[src/sv/mhvc_pkg.sv]
// shared constants, codes and the hash mixing step of the vertex colouring block
// no dependencies
`default_nettype none

package mhvc_pkg;

    localparam int HC_W    = 5;
    localparam int ID_W    = 32;
    localparam int SEED_W  = 32;
    localparam int COLOR_W = 31;

    // request codes
    localparam logic [1:0] REQ_BEGIN    = 2'd0;
    localparam logic [1:0] REQ_NEIGHBOR = 2'd1;
    localparam logic [1:0] REQ_END      = 2'd2;

    // configuration register indexes
    localparam logic [1:0] CFG_HASH_COUNT = 2'd0;
    localparam logic [1:0] CFG_ROUND_SEED = 2'd1;
    localparam logic [1:0] CFG_BASE_COLOR = 2'd2;

    localparam logic [HC_W-1:0]    HASH_COUNT_RST = 5'd1;
    localparam logic [SEED_W-1:0]  ROUND_SEED_RST = 32'd1012;
    localparam logic [COLOR_W-1:0] BASE_COLOR_RST = 31'd0;

    localparam logic [SEED_W-1:0] SEED_STEP = 32'd1043;

    localparam int MIX_STEPS = 6;
    localparam logic [31:0] MIX_C0 = 32'h7ed55d16;
    localparam logic [31:0] MIX_C1 = 32'hc761c23c;
    localparam logic [31:0] MIX_C2 = 32'h165667b1;
    localparam logic [31:0] MIX_C3 = 32'hd3a2646c;
    localparam logic [31:0] MIX_C4 = 32'hfd7046c5;
    localparam logic [31:0] MIX_C5 = 32'hb55a4f09;

    // one step of the integer mix, k selects the step
    function automatic logic [31:0] mix_step(input logic [2:0] k, input logic [31:0] a);
        logic [31:0] r;
        case (k)
            3'd0:    r = (a + MIX_C0) + (a << 12);
            3'd1:    r = (a ^ MIX_C1) + (a >> 19);
            3'd2:    r = (a + MIX_C2) + (a << 5);
            3'd3:    r = (a ^ MIX_C3) + (a << 9);
            3'd4:    r = (a + MIX_C4) + (a << 3);
            3'd5:    r = (a ^ MIX_C5) + (a >> 16);
            default: r = a;
        endcase
        return r;
    endfunction

endpackage

`default_nettype wire

[src/sv/mhvc_ram.sv]
// generic single write port, single read port ram with registered read
// no dependencies
`default_nettype none

module mhvc_ram #(
    parameter int WIDTH = 32,
    parameter int DEPTH = 16
) (
    input  wire logic                                  clk,
    input  wire logic                                  we,
    input  wire logic [(DEPTH > 1 ? $clog2(DEPTH) : 1)-1:0] waddr,
    input  wire logic [WIDTH-1:0]                      wdata,
    input  wire logic                                  re,
    input  wire logic [(DEPTH > 1 ? $clog2(DEPTH) : 1)-1:0] raddr,
    output logic      [WIDTH-1:0]                      rdata
);

    logic [WIDTH-1:0] mem [DEPTH];

    always_ff @(posedge clk)
    begin
        if (we)
        begin
            mem[waddr] <= wdata;
        end
        if (re)
        begin
            rdata <= mem[raddr];
        end
    end

endmodule

`default_nettype wire

[src/sv/mhvc_hash.sv]
// six stage pipelined integer hash, one evaluation per cycle, tag carried along
// depends on mhvc_pkg
`default_nettype none

module mhvc_hash #(
    parameter int TAG_W = 4
) (
    input  wire logic             clk,
    input  wire logic             rst_n,
    input  wire logic             in_valid,
    input  wire logic [31:0]      in_key,
    input  wire logic [31:0]      in_seed,
    input  wire logic [TAG_W-1:0] in_tag,
    output logic                  ahead_valid,
    output logic      [TAG_W-1:0] ahead_tag,
    output logic                  out_valid,
    output logic      [TAG_W-1:0] out_tag,
    output logic      [31:0]      out_hash
);

    localparam int N = mhvc_pkg::MIX_STEPS;

    logic             valid_reg [N];
    logic [TAG_W-1:0] tag_reg   [N];
    logic [31:0]      data_reg  [N];

    always_ff @(posedge clk or negedge rst_n)
    begin
        if (!rst_n)
        begin
            for (int i = 0; i < N; i++)
            begin
                valid_reg[i] <= 1'b0;
            end
        end
        else
        begin
            valid_reg[0] <= in_valid;
            for (int i = 1; i < N; i++)
            begin
                valid_reg[i] <= valid_reg[i-1];
            end
        end
    end

    // one mixing step per stage, seed folded in ahead of the first
    always_ff @(posedge clk)
    begin
        data_reg[0] <= mhvc_pkg::mix_step(3'd0, in_key ^ in_seed);
        tag_reg[0]  <= in_tag;
        for (int i = 1; i < N; i++)
        begin
            data_reg[i] <= mhvc_pkg::mix_step(3'(i), data_reg[i-1]);
            tag_reg[i]  <= tag_reg[i-1];
        end
    end

    assign ahead_valid = valid_reg[N-2];
    assign ahead_tag   = tag_reg[N-2];
    assign out_valid   = valid_reg[N-1];
    assign out_tag     = tag_reg[N-1];
    assign out_hash    = data_reg[N-1];

endmodule

`default_nettype wire

[src/sv/mhvc_mod.sv]
// bit serial restoring remainder of a 32-bit value by a narrow divisor
// no dependencies
`default_nettype none

module mhvc_mod #(
    parameter int DIV_W = 6
) (
    input  wire logic             clk,
    input  wire logic             rst_n,
    input  wire logic             start,
    input  wire logic [31:0]      dividend,
    input  wire logic [DIV_W-1:0] divisor,
    output logic                  done,
    output logic      [DIV_W-1:0] remainder
);

    logic             busy_reg;
    logic             done_reg;
    logic [4:0]       cnt_reg;
    logic [31:0]      quo_reg;
    logic [DIV_W-1:0] div_reg;
    logic [DIV_W-1:0] rem_reg;
    logic [DIV_W:0]   trial;
    logic [DIV_W-1:0] rem_next;

    always_comb
    begin
        trial = {rem_reg, quo_reg[31]};
        if (trial >= {1'b0, div_reg})
        begin
            rem_next = DIV_W'(trial - {1'b0, div_reg});
        end
        else
        begin
            rem_next = trial[DIV_W-1:0];
        end
    end

    always_ff @(posedge clk or negedge rst_n)
    begin
        if (!rst_n)
        begin
            busy_reg <= 1'b0;
            done_reg <= 1'b0;
            cnt_reg  <= '0;
        end
        else
        begin
            done_reg <= 1'b0;
            if (start)
            begin
                busy_reg <= 1'b1;
                cnt_reg  <= '0;
            end
            else if (busy_reg)
            begin
                cnt_reg <= cnt_reg + 5'd1;
                if (cnt_reg == 5'd31)
                begin
                    busy_reg <= 1'b0;
                    done_reg <= 1'b1;
                end
            end
        end
    end

    always_ff @(posedge clk)
    begin
        if (start)
        begin
            quo_reg <= dividend;
            div_reg <= divisor;
            rem_reg <= '0;
        end
        else if (busy_reg)
        begin
            quo_reg <= {quo_reg[30:0], 1'b0};
            rem_reg <= rem_next;
        end
    end

    assign done      = done_reg;
    assign remainder = rem_reg;

endmodule

`default_nettype wire

[src/sv/multi_hash_min_max_vertex_color.sv]
// top level of the min-max multi-hash vertex colouring block
// depends on mhvc_pkg, mhvc_ram, mhvc_hash, mhvc_mod
//
// usage
//   input channel (in_valid / in_stall): a begin transaction opens a vertex, neighbour
//   transactions follow, an end transaction closes it and yields one result transaction
//   output channel (out_valid / out_stall): vertex_id, colored, color
//   config channel (cfg_valid / cfg_ready): always ready, write only while idle
// sequence of each accepted input transaction, H = MAX_HASHES, h = hash count
//   begin: all H hashes of the vertex pass the hash pipeline into the ram
//   counted neighbour: h hashes, one hash per cycle against the ram word
//   skipped neighbour (done, self loop, blocked) or unknown request: stays idle
//   end: the free slots of the h hashes are counted, the serial remainder picks one and
//   the slot scan finds it (both skipped when blocked or none free), then the output register
//   takes the result; the six stage hash pipeline and the 32 step remainder unit pace these
// reset clears the configuration to its defaults and all control state; the hash ram
//   holds nothing valid until the first begin transaction
// a stalled result stays in the output register while the next items are taken; only
//   a following end transaction waits for that register to drain
`default_nettype none

module multi_hash_min_max_vertex_color #(
    parameter int MAX_HASHES = 16
) (
    input  wire logic                           clk,
    input  wire logic                           rst_n,
    // input items
    input  wire logic                           in_valid,
    output logic                                in_stall,
    input  wire logic [1:0]                     req_type,
    input  wire logic [mhvc_pkg::ID_W-1:0]      item_id,
    input  wire logic                           neighbor_done,
    // results
    output logic                                out_valid,
    input  wire logic                           out_stall,
    output logic      [mhvc_pkg::ID_W-1:0]      vertex_id,
    output logic                                colored,
    output logic      [mhvc_pkg::COLOR_W-1:0]   color,
    // configuration writes
    input  wire logic                           cfg_valid,
    output logic                                cfg_ready,
    input  wire logic [1:0]                     cfg_index,
    input  wire logic [31:0]                    cfg_data
);

    localparam int IDX_W  = (MAX_HASHES > 1) ? $clog2(MAX_HASHES) : 1;
    localparam int CNT_W  = $clog2(MAX_HASHES + 1);
    localparam int FREE_W = $clog2(2 * MAX_HASHES + 1);

    localparam logic [2:0] ST_IDLE  = 3'd0;
    localparam logic [2:0] ST_HASH  = 3'd1;
    localparam logic [2:0] ST_NFIN  = 3'd2;
    localparam logic [2:0] ST_COUNT = 3'd3;
    localparam logic [2:0] ST_DIV   = 3'd4;
    localparam logic [2:0] ST_SCAN  = 3'd5;
    localparam logic [2:0] ST_EMIT  = 3'd6;

    // configuration
    logic [mhvc_pkg::HC_W-1:0]    hash_count_reg;
    logic [mhvc_pkg::SEED_W-1:0]  round_seed_reg;
    logic [mhvc_pkg::COLOR_W-1:0] base_color_reg;

    // vertex state
    logic [mhvc_pkg::ID_W-1:0] cur_vertex_reg;
    logic [MAX_HASHES-1:0]     min_taken_reg;
    logic [MAX_HASHES-1:0]     max_taken_reg;
    logic                      blocked_reg;

    // sequencer
    logic [2:0]                  state_reg;
    logic                        is_begin_reg;
    logic [CNT_W-1:0]            hc_reg;
    logic [CNT_W-1:0]            t_reg;
    logic [CNT_W-1:0]            n_issue_reg;
    logic [CNT_W-1:0]            rcnt_reg;
    logic [mhvc_pkg::ID_W-1:0]   key_reg;
    logic [mhvc_pkg::SEED_W-1:0] seed_reg;
    logic [FREE_W-1:0]           free_reg;
    logic [FREE_W-1:0]           pick_reg;
    logic [FREE_W-1:0]           pos_reg;
    logic                        res_colored_reg;
    logic [mhvc_pkg::COLOR_W-1:0] res_color_reg;

    // output register
    logic                          out_valid_reg;
    logic [mhvc_pkg::ID_W-1:0]     vertex_id_reg;
    logic                          colored_reg;
    logic [mhvc_pkg::COLOR_W-1:0]  color_reg;

    logic             in_take;
    logic             out_free;
    logic [CNT_W-1:0] eff_count;
    logic [IDX_W-1:0] t_idx;
    logic             hash_issue;
    logic             min_free;
    logic             max_free;
    logic             all_taken;
    logic [mhvc_pkg::COLOR_W-1:0] col_min;
    logic [mhvc_pkg::COLOR_W-1:0] col_max;
    logic [FREE_W-1:0] pos_after_min;

    // hash pipeline and ram
    logic             h_ahead_valid;
    logic [IDX_W-1:0] h_ahead_tag;
    logic             h_out_valid;
    logic [IDX_W-1:0] h_out_tag;
    logic [31:0]      h_out_hash;
    logic [31:0]      ram_rdata;
    logic             ram_we;
    logic             ram_re;

    // remainder unit
    logic              mod_start;
    logic              mod_done;
    logic [FREE_W-1:0] mod_rem;

    assign in_stall  = (state_reg != ST_IDLE);
    assign in_take   = in_valid && !in_stall;
    assign out_free  = !out_valid_reg || !out_stall;
    assign cfg_ready = 1'b1;

    // out-of-range hash count clamps to 1 .. MAX_HASHES
    always_comb
    begin
        if (hash_count_reg == '0)
        begin
            eff_count = CNT_W'(1);
        end
        else if (hash_count_reg > mhvc_pkg::HC_W'(MAX_HASHES))
        begin
            eff_count = CNT_W'(MAX_HASHES);
        end
        else
        begin
            eff_count = CNT_W'(hash_count_reg);
        end
    end

    assign t_idx      = t_reg[IDX_W-1:0];
    assign hash_issue = (state_reg == ST_HASH) && (t_reg < n_issue_reg);
    assign min_free   = !min_taken_reg[t_idx];
    assign max_free   = !max_taken_reg[t_idx];

    // every slot below the hash count taken
    always_comb
    begin
        all_taken = 1'b1;
        for (int i = 0; i < MAX_HASHES; i++)
        begin
            if ((CNT_W'(i) < hc_reg) && !(min_taken_reg[i] && max_taken_reg[i]))
            begin
                all_taken = 1'b0;
            end
        end
    end

    // colour numbers of the scanned hash, wrapping in 31 bits
    assign col_min = base_color_reg + mhvc_pkg::COLOR_W'({t_reg, 1'b0});
    assign col_max = base_color_reg + mhvc_pkg::COLOR_W'({t_reg, 1'b1});
    assign pos_after_min = pos_reg + FREE_W'(min_free);

    assign ram_we = h_out_valid && is_begin_reg;
    assign ram_re = h_ahead_valid && !is_begin_reg;

    assign mod_start = (state_reg == ST_COUNT) && !(t_reg < hc_reg)
                       && !blocked_reg && (free_reg != '0);

    mhvc_hash #(
        .TAG_W(IDX_W)
    ) u_hash (
        .clk        (clk),
        .rst_n      (rst_n),
        .in_valid   (hash_issue),
        .in_key     (key_reg),
        .in_seed    (seed_reg),
        .in_tag     (t_idx),
        .ahead_valid(h_ahead_valid),
        .ahead_tag  (h_ahead_tag),
        .out_valid  (h_out_valid),
        .out_tag    (h_out_tag),
        .out_hash   (h_out_hash)
    );

    mhvc_ram #(
        .WIDTH(32),
        .DEPTH(MAX_HASHES)
    ) u_vertex_hashes (
        .clk  (clk),
        .we   (ram_we),
        .waddr(h_out_tag),
        .wdata(h_out_hash),
        .re   (ram_re),
        .raddr(h_ahead_tag),
        .rdata(ram_rdata)
    );

    mhvc_mod #(
        .DIV_W(FREE_W)
    ) u_mod (
        .clk      (clk),
        .rst_n    (rst_n),
        .start    (mod_start),
        .dividend (cur_vertex_reg),
        .divisor  (free_reg),
        .done     (mod_done),
        .remainder(mod_rem)
    );

    // configuration registers
    always_ff @(posedge clk or negedge rst_n)
    begin
        if (!rst_n)
        begin
            hash_count_reg <= mhvc_pkg::HASH_COUNT_RST;
            round_seed_reg <= mhvc_pkg::ROUND_SEED_RST;
            base_color_reg <= mhvc_pkg::BASE_COLOR_RST;
        end
        else if (cfg_valid && cfg_ready)
        begin
            case (cfg_index)
                mhvc_pkg::CFG_HASH_COUNT: hash_count_reg <= cfg_data[mhvc_pkg::HC_W-1:0];
                mhvc_pkg::CFG_ROUND_SEED: round_seed_reg <= cfg_data;
                mhvc_pkg::CFG_BASE_COLOR: base_color_reg <= cfg_data[mhvc_pkg::COLOR_W-1:0];
                default:                  ;
            endcase
        end
    end

    // sequencer and vertex state
    always_ff @(posedge clk or negedge rst_n)
    begin
        if (!rst_n)
        begin
            state_reg       <= ST_IDLE;
            is_begin_reg    <= 1'b0;
            hc_reg          <= CNT_W'(1);
            t_reg           <= '0;
            n_issue_reg     <= '0;
            rcnt_reg        <= '0;
            key_reg         <= '0;
            seed_reg        <= '0;
            cur_vertex_reg  <= '0;
            min_taken_reg   <= '0;
            max_taken_reg   <= '0;
            blocked_reg     <= 1'b0;
            free_reg        <= '0;
            pick_reg        <= '0;
            pos_reg         <= '0;
            res_colored_reg <= 1'b0;
            res_color_reg   <= '0;
        end
        else
        begin
            case (state_reg)
                ST_IDLE:
                begin
                    if (in_take)
                    begin
                        hc_reg   <= eff_count;
                        t_reg    <= '0;
                        rcnt_reg <= '0;
                        key_reg  <= item_id;
                        // seed of hash 0, stepped on each issue
                        seed_reg <= round_seed_reg;
                        case (req_type)
                            mhvc_pkg::REQ_BEGIN:
                            begin
                                cur_vertex_reg <= item_id;
                                min_taken_reg  <= '0;
                                max_taken_reg  <= '0;
                                blocked_reg    <= 1'b0;
                                is_begin_reg   <= 1'b1;
                                n_issue_reg    <= CNT_W'(MAX_HASHES);
                                state_reg      <= ST_HASH;
                            end
                            mhvc_pkg::REQ_NEIGHBOR:
                            begin
                                // done, self loop or blocked vertex: nothing to do
                                if (!blocked_reg && !neighbor_done
                                    && (item_id != cur_vertex_reg))
                                begin
                                    is_begin_reg <= 1'b0;
                                    n_issue_reg  <= eff_count;
                                    state_reg    <= ST_HASH;
                                end
                            end
                            mhvc_pkg::REQ_END:
                            begin
                                free_reg  <= '0;
                                state_reg <= ST_COUNT;
                            end
                            default:
                            begin
                            end
                        endcase
                    end
                end

                ST_HASH:
                begin
                    if (hash_issue)
                    begin
                        t_reg    <= t_reg + CNT_W'(1);
                        seed_reg <= seed_reg + mhvc_pkg::SEED_STEP;
                    end
                    if (h_out_valid)
                    begin
                        rcnt_reg <= rcnt_reg + CNT_W'(1);
                        if (!is_begin_reg)
                        begin
                            if (ram_rdata <= h_out_hash)
                            begin
                                max_taken_reg[h_out_tag] <= 1'b1;
                            end
                            if (ram_rdata >= h_out_hash)
                            begin
                                min_taken_reg[h_out_tag] <= 1'b1;
                            end
                        end
                        if (rcnt_reg == n_issue_reg - CNT_W'(1))
                        begin
                            state_reg <= is_begin_reg ? ST_IDLE : ST_NFIN;
                        end
                    end
                end

                ST_NFIN:
                begin
                    blocked_reg <= all_taken;
                    state_reg   <= ST_IDLE;
                end

                ST_COUNT:
                begin
                    if (t_reg < hc_reg)
                    begin
                        free_reg <= free_reg + FREE_W'(min_free) + FREE_W'(max_free);
                        t_reg    <= t_reg + CNT_W'(1);
                    end
                    else if (blocked_reg || (free_reg == '0))
                    begin
                        res_colored_reg <= 1'b0;
                        res_color_reg   <= '0;
                        state_reg       <= ST_EMIT;
                    end
                    else
                    begin
                        state_reg <= ST_DIV;
                    end
                end

                ST_DIV:
                begin
                    if (mod_done)
                    begin
                        pick_reg  <= mod_rem;
                        pos_reg   <= '0;
                        t_reg     <= '0;
                        state_reg <= ST_SCAN;
                    end
                end

                ST_SCAN:
                begin
                    // min slot before max slot of the same hash
                    if (min_free && (pos_reg == pick_reg))
                    begin
                        res_colored_reg <= 1'b1;
                        res_color_reg   <= col_min;
                        state_reg       <= ST_EMIT;
                    end
                    else if (max_free && (pos_after_min == pick_reg))
                    begin
                        res_colored_reg <= 1'b1;
                        res_color_reg   <= col_max;
                        state_reg       <= ST_EMIT;
                    end
                    else
                    begin
                        pos_reg <= pos_after_min + FREE_W'(max_free);
                        t_reg   <= t_reg + CNT_W'(1);
                    end
                end

                ST_EMIT:
                begin
                    if (out_free)
                    begin
                        state_reg <= ST_IDLE;
                    end
                end

                default:
                begin
                    state_reg <= ST_IDLE;
                end
            endcase
        end
    end

    // output register
    always_ff @(posedge clk or negedge rst_n)
    begin
        if (!rst_n)
        begin
            out_valid_reg <= 1'b0;
        end
        else if ((state_reg == ST_EMIT) && out_free)
        begin
            out_valid_reg <= 1'b1;
        end
        else if (!out_stall)
        begin
            out_valid_reg <= 1'b0;
        end
    end

    always_ff @(posedge clk)
    begin
        if ((state_reg == ST_EMIT) && out_free)
        begin
            vertex_id_reg <= cur_vertex_reg;
            colored_reg   <= res_colored_reg;
            color_reg     <= res_color_reg;
        end
    end

    assign out_valid = out_valid_reg;
    assign vertex_id = vertex_id_reg;
    assign colored   = colored_reg;
    assign color     = color_reg;

endmodule

`default_nettype wire
[config.mk]
export PLATFORM = sky130hd
export DESIGN_NAME = multi_hash_min_max_vertex_color
export DESIGN_NICKNAME = d
export VERILOG_FILES = /design/src/sv/mhvc_pkg.sv /design/src/sv/mhvc_ram.sv /design/src/sv/mhvc_hash.sv /design/src/sv/mhvc_mod.sv /design/src/sv/multi_hash_min_max_vertex_color.sv
export SDC_FILE = /design/constraint.sdc
export NUM_CORES = 2
export LEC_CHECK = 0
export ABC_AREA = 1
export BUFFER_PORTS_ARGS = -buffer_cell sky130_fd_sc_hd__buf_2
export CAP_MARGIN = 20
export CORE_MARGIN = 2
export CORE_UTILIZATION = 50
export CTS_CLUSTER_DIAMETER = 120
export DETAILED_ROUTE_END_ITERATION = 16
export HOLD_SLACK_MARGIN = 0.08
export PLACE_DENSITY = 0.68
export SETUP_SLACK_MARGIN = 0.5
export SYNTH_ARGS = -nofsm -noshare
export SYNTH_HDL_FRONTEND = slang
export SYNTH_SLANG_ARGS = --single-unit
[constraint.sdc]
create_clock -name clk -period 11.5 [get_ports clk]
set_input_delay 2.3 -clock clk [delete_from_list [all_inputs] [get_ports clk]]
set_output_delay 2.3 -clock clk [all_outputs]
set_load 0.01 [all_outputs]
# Word-level counts from Yosys, hierarchy flattened

Memory sizes are Yosys's and may differ from the RTL's. A register that Yosys moved wholly into a read port is not among the register bits.
Index checks and enable logic that the tools add are counted.

Bits of input ports: 74
Output and inout bits: 67
Memories: 3
Register bits: 393
Memory bits (writable): 728

Bitwise logic cells: 6
Add/subtract/negate cells: 21
Multiplexer cells: 99
$lt $le $gt $ge: 25
Reduce and logical (&&, ||, !) cells: 104
Eq/ne operators: 36

Memory list:

| name                | words | width | read ports | clocked after memory_dff | wr ports | RTL line        | RTL |
|---|---|---|---|---|---|---|---|
| u_vertex_hashes.mem | 16    | 32    | 1          | 1                        | 1        | mhvc_ram.sv:18  | `logic [WIDTH-1:0] mem [DEPTH];` |
| u_hash.data_reg     | 6     | 32    | 6          | 0                        | 6        | mhvc_hash.sv:25 | `logic [31:0] data_reg [N];` |
| u_hash.tag_reg      | 6     | 4     | 6          | 0                        | 6        | mhvc_hash.sv:24 | `logic [TAG_W-1:0] tag_reg [N];` |

Operator list:

| operator                                                                    | count |
|---|---|
| 32-bit adder                                                                | 4 |
| 16-bit 2-to-1 mux                                                           | 8 |
| 32-bit 2-to-1 mux                                                           | 4 |
| 31-bit 2-to-1 mux                                                           | 4 |
| 16-bit case mux with 2 select lines                                         | 2 |
| 32-bit case mux with 2 select lines                                         | 1 |
| 31-bit by 6-bit adder with 31-bit output                                    | 2 |
| 31-bit case mux with 2 select lines                                         | 1 |
| 5-bit 2-to-1 mux                                                            | 12 |
| 1-bit logical AND                                                           | 45 |
| 6-bit 2-to-1 mux                                                            | 7 |
| 4-bit by 5-bit less-than comparator with 1-bit output, first input constant | 8 |
| 1-bit 2-to-1 mux                                                            | 36 |
| 32-bit by 11-bit adder with 32-bit output, second input constant            | 1 |
| 32-bit by 13-bit adder with 32-bit output                                   | 1 |
| 32-bit by 16-bit adder with 32-bit output                                   | 1 |
| 32-bit by 29-bit adder with 32-bit output, second input constant            | 1 |
| 32-bit by 31-bit adder with 32-bit output, second input constant            | 1 |
| 32-bit adder, second input constant                                         | 1 |
| 32-bit >= comparator                                                        | 1 |
| 32-bit <= comparator                                                        | 1 |
| 32-bit inequality test                                                      | 1 |
| 16-bit bitwise OR                                                           | 2 |
| 32-bit XOR                                                                  | 1 |
| other kinds (52)                                                            | 145 |

# Longest topological paths before layout

Word-level depth: 20
Mapped depth: 26
Depth with buffers taken out: 25

# Modules after synthesis

A second synthesis with hierarchy kept.

Cell total of the unflattened synthesis: 7040
Area total of the unflattened synthesis: 59877.4 µm²

Modules (own cells, without submodules):

| module                          | cells an instance | area each (µm²) | seq. area each (µm²) | instances |
|---|---|---|---|---|
| mhvc_ram                        | 2120              | 23058.4         | 16335.7              | 1 |
| multi_hash_min_max_vertex_color | 2455              | 18690.4         | 8739.6               | 1 |
| mhvc_hash                       | 2194              | 15620.0         | 4474.3               | 1 |
| mhvc_mod                        | 271               | 2508.7          | 1436.4               | 1 |

# Least setup slack after synthesis

Ideal clock, no wire load.

Path kind: input to register
Start: input port out_stall
End: register color_reg, in the netlist color[0] (enable)
Slack: 5.562 ns
Data arrival time: 5.431 ns
Required time: 10.993 ns
Stages on the path: 1
Setup time: 0.507 ns
Cell sequence: a21oi_1

Word-level cells in the longest chain between the ends: 3

Ends and longest elaborated chain:

| item                 | RTL line                               | RTL |
|---|---|---|
| start, declared      | multi_hash_min_max_vertex_color.sv:35  | `input wire logic out_stall,` |
| 1-bit logical NOT    | n/a                                    |  |
| 1-bit logical OR     | multi_hash_min_max_vertex_color.sv:119 | `assign out_free = !out_valid_reg \|\| !out_stall;` |
| 1-bit logical AND    | multi_hash_min_max_vertex_color.sv:420 | `if ((state_reg == ST_EMIT) && out_free)` |
| end signal, assigned | multi_hash_min_max_vertex_color.sv:424 | `color_reg <= res_color_reg;` |
| end, declared        | multi_hash_min_max_vertex_color.sv:88  | `logic [mhvc_pkg::COLOR_W-1:0] color_reg;` |

Every way passes these cells.
A chain may end at the register's enable or synchronous reset.

# Worst setup path after layout

Start: register t_reg[0]
End: register res_color_reg[17] (netlist bit)

Word-level cells in the longest chain between the ends: 8
Elaborated cells on any way between the ends: 19
Classes of those cells: add/sub (3); order compare (1); eq/ne (3); mux (7); reduce/logical (5)

Ends and longest elaborated chain:

| item                                      | RTL line                               | RTL |
|---|---|---|
| start, declared                           | multi_hash_min_max_vertex_color.sv:73  | `logic [CNT_W-1:0] t_reg;` |
| start signal, assigned                    | multi_hash_min_max_vertex_color.sv:303 | `t_reg <= t_reg + CNT_W'(1);` |
| start signal, assigned                    | multi_hash_min_max_vertex_color.sv:338 | `t_reg <= t_reg + CNT_W'(1);` |
| start signal, assigned                    | multi_hash_min_max_vertex_color.sv:381 | `t_reg <= t_reg + CNT_W'(1);` |
| 1-bit binary-select mux with 4-bit select | multi_hash_min_max_vertex_color.sv:141 | `assign min_free = !min_taken_reg[t_idx];` |
| 1-bit 2-to-1 mux (not written as such)    | multi_hash_min_max_vertex_color.sv:141 |  |
| 1-bit logical NOT                         | multi_hash_min_max_vertex_color.sv:141 |  |
| 6-bit by 1-bit adder with 6-bit output    | multi_hash_min_max_vertex_color.sv:160 | `assign pos_after_min = pos_reg + FREE_W'(min_free);` |
| 6-bit equality test                       | multi_hash_min_max_vertex_color.sv:372 | `else if (max_free && (pos_after_min == pick_reg))` |
| 1-bit logical AND                         | multi_hash_min_max_vertex_color.sv:372 |  |
| 3-bit inequality test (no source line)    | n/a                                    |  |
| 4-bit AND reduction (no source line)      | n/a                                    |  |
| end signal, assigned                      | multi_hash_min_max_vertex_color.sv:369 | `res_color_reg <= col_min;` |
| end signal, assigned                      | multi_hash_min_max_vertex_color.sv:375 | `res_color_reg <= col_max;` |
| end, declared                             | multi_hash_min_max_vertex_color.sv:82  | `logic [mhvc_pkg::COLOR_W-1:0] res_color_reg;` |

Parallel ways exist; a longest one is shown, timed or not. The select of a mux whose other input is x is not followed.

==> results.sh <==
export IMPL_skew_ps=61.2
export IMPL_synth_edf_count=646
export IMPL_dp_hpwl_mm=98.0
export IMPL_crit_path_frequent_cell="nand2_1"
export IMPL_critPathBufInv=3
export IMPL_critical_path_top_delay_family="simple AND/OR/NAND/NOR gates"
export IMPL_clock_sinks=1153
export IMPL_setup_tns_final_ps=0
export IMPL_synth_top_area_cell="edfxtp_1"
export IMPL_ys_seq_area_frac=0.544
export IMPL_synth_seq_cells=1153
export IMPL_regArea_um2=31000
export IMPL_layout_drive_gt1_share=0.0727
export IMPL_drc=0
export IMPL_cts_made_buffers=115
export IMPL_wire_per_inst_um=18.8
export IMPL_slew_viol_final=0
export IMPL_cts_htree_levels=3
export IMPL_crit_chain="inv_2, nand2_1, nand3_1, nand2_1, nand2_1, nand2_1, clkinv_1, nand2_1, inv_1, ha_1, ha_1, or2_2, nand3_1, nand2_1, nor2_1, nand2_1, nor2_1, nand2_1, nand3_2, nand3_2, o21ai_0"
export IMPL_critical_path_required_ps=12110
export IMPL_synth_common_cells="nand2_1, inv_1, edfxtp_1, o21ai_0, a21oi_1"
export IMPL_cts_setup_buffers=0
export IMPL_fin_crit_ps=4700
export IMPL_async_flop_share=0.247
export IMPL_largest_reg_flops=512
export IMPL_clk_pin_slew_worst_paths_ps=60
export IMPL_wl_mm=145
export IMPL_hp_class="reg -> reg"
export IMPL_crit_type="reg -> reg"
export IMPL_start_kind="flop"
export IMPL_p_per_area_nw_per_um2=335
export IMPL_die_x_um=341
export IMPL_grt_pass1_vias=40000
export IMPL_start_util=0.505
export IMPL_placement_rows=123
export IMPL_rsz0062_at_grt="no"
export IMPL_holdWs_ps=318
export IMPL_max_cap_violations=0
export IMPL_clkLatencyLatePin_ps=720
export IMPL_antenna_found_initial=2
export IMPL_setup_viol=0
export IMPL_synth_top_cell_area_share=0.341
export IMPL_io_buffer_count=139
export IMPL_syn_avg_cell_area_um2=9.47
export IMPL_coreArea_um2=113000
export IMPL_grt_ovfl_total=0
export IMPL_synth_flop_cell="edfxtp_1"
export IMPL_p_leak_nw=27.4
export IMPL_cts_root_buf="clkbuf_16"
export IMPL_cts_hold_buf=0
export IMPL_multi_input_area_um2=22100
export IMPL_ctsResizeCount=0
export IMPL_relSlewSlack=0.245
export IMPL_ant_nets=0
export IMPL_drt_iter0_markers=3058
export IMPL_synth_warning_count=0
export IMPL_gp_congestion=0.961
export IMPL_cp_max_fo=53
export IMPL_arrival_ps=5310
export IMPL_place_ws_ps=6870
export IMPL_yosys_top_cells_area="edfxtp_1, dfrtp_1, nand2_1"
export IMPL_tightest_slew_ps=1130
export IMPL_dieArea_um2=117000
export IMPL_first_pass_iters=6
export IMPL_grt_pass1_wl_mm=226
export IMPL_vias_per_cell=5.39
export IMPL_synth_cell_types=60
export IMPL_grt_max_degree=97
export IMPL_nFillCells=9839
export IMPL_synth_most_common_cell="nand2_1"
export IMPL_status="completed"
export IMPL_vias=41700
export IMPL_fmax_ghz=0.213
export IMPL_syn_to_final_growth_pct=11.3
export IMPL_cpPeakStageDelay_ps=930
export IMPL_syn_nets=6369
export IMPL_ioPinCount=141
export IMPL_final_hold_violation_count=0
export IMPL_post_route_period_util=0.408
export IMPL_peakVddDrop_mv=0.208
export IMPL_fin_nets=6485
export IMPL_syn_area_um2=56900
export IMPL_die_y_um=341
export IMPL_worst_slack_ps=6800
export IMPL_endpoint_kind="flop"
export IMPL_syn_inst=6014
export IMPL_track_usage=0.246
export IMPL_clockBufferDepth=3
export IMPL_cts_tree="built"
export IMPL_cpMaxStageDelayCell="dfrtp_1"
## path summary, 6_finish.rpt
check	startpoint	to	slack, ps	cells past startpoint
worst min-delay path	u_hash.tag_reg[3][0]	u_hash.tag_reg[4][0]	320	0
worst max-delay path	t_reg[0]	res_color_reg[17]	6800	21
min in group asynchronous	rst_n	res_color_reg[23]	1590	1
worst min register to register	u_hash.tag_reg[3][0]	u_hash.tag_reg[4][0]	320	0
max in group asynchronous	rst_n	cur_vertex_reg[18]	7790	3
worst max register to register	t_reg[0]	res_color_reg[17]	6800	21
## cell families (layout without fill, tap and decap cells)
| logic type | count (synthesis) | in the layout | synth area share |
|---|---|---|---|
| and+or+nand+nor | 2032 | 2032 | 0.148 |
| DFF | 1153 | 1153 | 0.544 |
| AOI/OAI and AO/OA | 1119 | 1119 | 0.110 |
| buffers and inverters | 1028 | 1243 | 0.0698 |
| adders and majority gates | 281 | 281 | 0.0628 |
| xor gates and xnor gates | 272 | 272 | 0.0420 |
| muxes | 128 | 128 | 0.0225 |
| other | 1 | 2 | 0.0000659 |
## layout by cell type, fill, tap and decap left out, drive strengths merged, types with 3 or more instances in the layout
master    instances
clkinv           38
or2              13
o22ai            39
fa                8
nor3             60
o21ai           469
nand4            55
o21bai           18
a21boi            7
a21oi           368
o2111ai           3
and3              4
xnor2           102
o211ai          140
clkinvlp          5
nor2            314
buf             183
dfrtp           276
a31oi            16
dfstp             9
mux2i           128
bufinv           18
inv             846
dfxtp           222
xor2            170
nor4             13
o221ai            6
nand3           304
nand2          1255
a21o             21
nand3b            8
ha              273
a211oi            4
edfxtp          646
clkbuf          153
o21a             19
o31ai             3
## stage by stage
stage	utilization	cells	area, µm²	total power [mW]
5_1_grt	0.562	7730	63400	23.0
3_5_place_dp	0.526	7511	59200	17.2
3_3_place_gp	0.526	7511	59200	17.1
4_1_cts	0.562	7727	63300	21.3
2_1_floorplan	-	6014	56900	14.2
6_report	0.562	7730	63400	21.2
## layer usage
metal	wire length, µm	share of wire	track usage	vias up
li1	-	-	-	20400
met1	61600	0.42	0.319	19800
met2	71300	0.49	0.425	1182
met3	7200	0.050	0.0274	270
met4	4920	0.034	0.0886	2
met5	7	0.000048	0	-
## worst register-to-register path: stages, from the launching register on
cell	delay, ps
dfrtp_1	930
inv_2	330
nand2_1	130
nand3_1	80
nand2_1	110
nand2_1	50
nand2_1	60
clkinv_1	90
nand2_1	180
inv_1	70
ha_1	200
ha_1	220
or2_2	280
nand3_1	70
nand2_1	60
nor2_1	90
nand2_1	60
nor2_1	90
nand2_1	140
nand3_2	120
nand3_2	740
o21ai_0	490
## report_power, final
group / internal (mW) / switching, mW / total (mW)
registers: 5.71 / 1.07 / 6.78
logic: 3.70 / 6.75 / 10.4
clock network: 2.38 / 1.63 / 4.01
total: 11.8 / 9.45 / 21.2
## final cells by class
type,count,share of cell area
sequential,1153,0.489
multi-input combinational,3833,0.349
clock buffer,153,0.0506
inverter,844,0.0501
tap,1500,0.0296
timing repair buffer,183,0.0167
clock inverter,63,0.0143
antenna,1,0.0000395
(Power assumes the default switching activity.)
